$ cat src/sv/ptns_cell.sv
// Distance cell: one stage of the squared distance chain
module ptns_cell #(
	parameter int COORD_BITS = 16,
	parameter int IDX_BITS = 10,
	parameter int STAGE = 0
) (
	input  logic                         clk,
	input  logic                         arst_n,
	input  logic                         vld_in,
	input  logic [IDX_BITS-1:0]          idx_in,
	input  logic [2*COORD_BITS+1:0]      acc_in,
	input  logic signed [COORD_BITS:0]   dx_in,
	input  logic signed [COORD_BITS:0]   dy_in,
	output logic                         vld_out,
	output logic [IDX_BITS-1:0]          idx_out,
	output logic [2*COORD_BITS+1:0]      acc_out,
	output logic signed [COORD_BITS:0]   dx_out,
	output logic signed [COORD_BITS:0]   dy_out
);
	// stage 0 squares dx, stage 1 adds the square of dy
	logic [COORD_BITS:0] mag;
	logic [2*COORD_BITS+1:0] sq;

	always_comb begin
		if (STAGE == 0) begin
			mag = dx_in[COORD_BITS] ? (COORD_BITS+1)'(0) - dx_in : dx_in;
		end else begin
			mag = dy_in[COORD_BITS] ? (COORD_BITS+1)'(0) - dy_in : dy_in;
		end
		sq = (2*COORD_BITS+2)'(mag) * (2*COORD_BITS+2)'(mag);
	end

	always_ff @(posedge clk or negedge arst_n) begin
		if (!arst_n) begin
			vld_out <= 1'b0;
		end else begin
			vld_out <= vld_in;
		end
	end

	always_ff @(posedge clk) begin
		idx_out <= idx_in;
		acc_out <= acc_in + sq;
		dx_out <= dx_in;
		dy_out <= dy_in;
	end
endmodule

$ cat config.mk
export PLATFORM = sky130hd
export DESIGN_NAME = ptns_cell
export DESIGN_NICKNAME = d
export VERILOG_FILES = /design/src/sv/ptns_cell.sv
export SDC_FILE = /design/constraint.sdc
export NUM_CORES = 1
export LEC_CHECK = 0
export BUFFER_PORTS_ARGS = -buffer_cell sky130_fd_sc_hd__buf_4
export CORE_MARGIN = 8
export CORE_UTILIZATION = 60
export CTS_CLUSTER_DIAMETER = 50
export CTS_CLUSTER_SIZE = 10
export DETAILED_ROUTE_END_ITERATION = 10
export PLACE_DENSITY = 0.83
export SETUP_SLACK_MARGIN = 0.2
export SLEW_MARGIN = 10
export SYNTH_ARGS = -nofsm -noshare
export SYNTH_HDL_FRONTEND = slang
export SYNTH_SLANG_ARGS = --single-unit
$ cat constraint.sdc
create_clock -name clk -period 0.8 [get_ports clk]
set_clock_uncertainty 0.2 [all_clocks]
set_input_delay 0.16 -clock clk [delete_from_list [all_inputs] [get_ports clk]]
set_output_delay 0.16 -clock clk [all_outputs]
set_load 0.01 [all_outputs]
==> run metrics, run 1 <==
Root Buffer=clkbuf_16; Worst-path end type=register data pin; Clock Path Buffers=2; number of flops mapped to enable cells by yosys=0; Most used DFF post-synth=dfxtp_1; Gate Count Post-Synth=~1.2k; largest net degree at the start of global routing=17; post-synthesis sequential area ratio=14.2%; Ports=160; Initial Util=60.3%; CTS Buf Count=9; GRT Util Overall=between 60% and 70%; HPWL after DPL=~28 mm; H-Tree Depth=3; total gr overflow=140; Synth Cell Area=between 10000 and 15000 um2; Die X=around 150 um; Placement Cell Area=approximately 15000 um2; synth warn=0; number of synthesized register bits=79; fraction of registers with async set/reset=~1.3%; placed insts=~1.8k; Synth cell types=62; Clock Sinks=79; GRT worst endpoint=acc_out[32]$_DFF_P_/D; Synth Area per Inst=about 9.3 um2; Final GP Congestion=around 0.94; status=aborted with a tool error; row count=50; Halt Stage=global routing; Port-buffer cells=about 160; floorplan die height=152 um; Err=[ERROR GRT-0232] Routing congestion too high. Check the congestion heatmap in the GUI.
[cells in the mapped netlist, drive strengths merged (5+ instances only)]
master	count	area, um2
nand2	104	390
clkbuf	25	93.8
nor4	5	31.3
o21ai	22	110
ha	105	1310
a21oi	29	145
a21o	8	60.1
xnor2	35	325
nand3	9	45.0
xor2	16	159
fa	222	4440
dfxtp	78	1560
and3	7	43.8
and2	9	56.3
nand2b	7	43.8
inv	367	1380
nor2	71	274
nor3	9	50.1
[per-layer routing]
metal / overflow / GRT usage (%)
met5: 0 / 20.1
met4: 55 / 74.3
met3: 2 / 54.7
met2: 83 / 88.6
met1: 0 / 64.3
[kinds of logic after synthesis]
| kind of cell | after synthesis | share of synthesized area, % |
|---|---|---|
| muxes | 5 | 0.472 |
| AOI/OAI and AO/OA | 98 | 5.92 |
| adders and majority gates | 327 | 51.7 |
| other | 2 | 0.0674 |
| buffers and inverters | 399 | 13.6 |
| DFF | 79 | 14.2 |
| and+or+nand+nor | 240 | 9.65 |
| xor gates and xnor gates | 51 | 4.35 |
[stage by stage]
step | hold slack (ps) | util [%] | setup WS (ps) | setup TNS, ps
2_1_floorplan | -336 | - | -6260 | -161560
3_5_place_dp | -264 | 82.0 | -6630 | -178770
4_1_cts | -314 | 91.5 | -5940 | -186720
3_3_place_gp | -265 | 82.0 | -6430 | -174060
[timing repair]
item | in CTS
setup endpoints to repair | 112
resized for setup | 271
buffers inserted | 47
cloned | 0
hold endpoints to repair | 48
hold buffers | 1
pin swaps | 122
==> run 2: changes to the inputs <==
- CORE_UTILIZATION: 60 -> 40
- CTS_CLUSTER_DIAMETER: 50 -> default
- CTS_CLUSTER_SIZE: 10 -> default
- PLACE_DENSITY: 0.83 -> default
- PLACE_DENSITY_LB_ADDON: default -> 0.15
- SETUP_SLACK_MARGIN: 0.2 -> default
==> run 2 against run 1 <==
Compared with the run above: the flow now finishes, with violations (negative hold slack, negative setup slack); synthesized cell count is the same; area after synthesis is the same.
==> run metrics, run 2 <==
routed vias=about 9.4k; post-route cell area=17900 um2; Synth Cell Area=approximately 11000 um2; post-synthesis adder-cell area fraction=roughly half; Final Worst Setup Slack=-5880 ps; Critical Path Max Stage Delay=560 ps; most frequent cells in the layout=buf_4 (337), inv_1 (334), fa_1 (212); post-layout net count=roughly 2.1k; Yosys top cell by area=fa_1; XOR/XNOR Fraction of Synth Area=under 10%; number of flops mapped to enable cells by yosys=0; CTS Buf Count=9; Port-buffer cells=approximately 160; initial antenna violation count=0; CP Data Arrival Time=between 6000 and 7000 ps; Die X=between 150 and 200 um; CP max-delay cell=fa_1; DRC=0; fraction of registers with async set/reset=under 10%; HPWL after DPL=approximately 26 mm; Routed Antenna Nets=0; count leader, synth=inv_1; synth warn=0; area delta synth->final=60.3%; via-per-instance ratio=around 4.5; Max Fanout on Critical Path=4; placed insts=a little under 2k; status=finished with violations; Clock Sinks=between 70 and 80; register area=approximately 1700 um2; DRT Wirelength=~31 mm; H-Tree Depth=3; Gate Count Post-Synth=approximately 1.2k; die footprint=between 30000 and 40000 um2; max cap viols=0; startpoint types=input port; Final setup viols=112; post-synthesis mux area share=less than 1%; Synth cell types=62; Synth area leaders=fa_1 (40%), dfxtp_1 (14%), inv_1 (12%); floorplan die height=about 180 um; total gr overflow=0; Setup crit end kind=flop; drt pass-1 iters=5; Synth Area per Inst=between 9 and 10 um2; non-filler cells, final=2084; number of synthesized register bits=79; worst hold margin=-188 ps; Worst EP required=between 800 and 900 ps; Ports=between 150 and 200; ANT cells=0; Root Buffer=clkbuf_16; Synth Area in Compound Gates=under 10%; Final GP Congestion=~0.89; max reg flops=34; CTS tree=yes; Clock Path Buffers=2; clock slew at reported path FFs=~70 ps; Most used DFF post-synth=dfxtp_1; violated checks=negative hold slack, negative setup slack; Final period util=834%; GRT Util Overall=19.7%; Slew Viols, Final=0; layout cells sized above 1=between 40% and 50%; Top Registers=acc_out x34, dx_out x17, dy_out x17; global-route wire length before repair=around 52 mm; commonest non-fill, non-tap cell in the layout=buf_4; routed len/inst=about 15 um; most used cell along the critical path=fa_1; synth cell count leaders=inv_1 (366), fa_1 (222), ha_1 (105), nand2_1 (104), dfxtp_1 (78); fill count=2343; Initial Util=between 40% and 50%; Placement Cell Area=15300 um2; core area=between 20000 and 30000 um2; RSZ-0062 raised after global routing=yes; Final Hold Fails=16; row count=61; Final Critical Period=between 6000 and 7000 ps; Crit Path Class=in2reg; post-synthesis sequential area ratio=roughly 14%; Fmax achieved=between 0.1 and 0.15 GHz; hold_buf cts=33; multi-input logic area=around 9500 um2; simple-gate share of the synthesized area=around a tenth; worst min-delay path class=in2reg; 1st-iter DRT viols=between 300 and 400; largest net degree at the start of global routing=16; top cell type's share of synthesized area=around two fifths; largest family of logic cells by synthesized area=adder cells; largest reg by FF count=acc_out; vias in the first global route=between 10k and 15k
run 2: cell counts after synthesis:
Identical to the previous run, type by type.
run 2: metrics by stage:
stage          utilization (%)  setup TNS (ps)  hold WS, ps  worst slack (ps)
2_1_floorplan                -         -161460         -336             -6260
3_3_place_gp              55.4         -175180         -265             -6500
3_5_place_dp              55.4         -176640         -264             -6570
4_1_cts                   63.2         -185110         -205             -5870
5_1_grt                   64.6         -191030         -199             -6110
6_report                  64.6         -183040         -188             -5880
run 2: area by class of cell:
cell class / count / area share (%)
clock buffer: 9 / 1.26
multi-input combinational: 732 / 53.2
clock inverter: 7 / 0.434
sequential: 79 / 9.40
timing repair buffer: 508 / 25.1
tap: 378 / 2.65
inverter: 371 / 7.95
run 2: worst max-delay path: cells and delay by family:
kind | cells | cell delay [ps]
buffers and inverters | 9 | 970
multiplexers | 1 | 100
AO/OA/AOI/OAI | 2 | 490
adder cells (fa/ha/maj) | 7 | 3260
AND/OR/NAND/NOR | 7 | 1600
XOR/XNOR | 1 | 140
run 2: worst paths after layout:
path | slack, ps | startpoint | depth (start not counted) | endpoint
worst max-delay path | -5880 | dx_in[10] | 27 | acc_out[28]$_DFF_P_
worst min-delay path | -190 | dx_in[12] | 2 | dx_out[12]$_DFF_P_
max in group asynchronous | 410 | arst_n | 2 | vld_out$_DFF_PN0_
min in group asynchronous | -90 | arst_n | 2 | vld_out$_DFF_PN0_
run 2: cell families (layout without fill, tap and decap cells):
| family | after synthesis | after routing |
|---|---|---|
| buf+inv | 399 | 895 |
| fa+ha+maj | 327 | 327 |
| simple gates | 240 | 240 |
| compound gates | 98 | 98 |
| flops | 79 | 79 |
| xor+xnor | 51 | 51 |
| mux | 5 | 5 |
| other cells | 2 | 11 |
run 2: what timing repair did:
item                       CTS  global route
setup endpoints to repair  111           111
setup buffers               56            13
pin swaps                  112            47
gates resized for setup    299            85
hold endpoints to repair    48            16
run 2: per-layer routing:
| layer | up-vias | GRT usage [%] | wire, um |
|---|---|---|---|
| met3 | 36 | 2.37 | 980 |
| met4 | 0 | 5.89 | 591 |
| li1 | 4541 | - | - |
| met5 | - | 0 | 0 |
| met2 | 146 | 38.5 | 17700 |
| met1 | 4692 | 22.1 | 12000 |
Power of run 2 is not shown: default switching activity piles up to over one toggle a cycle in this logic, so the estimate is an artifact.
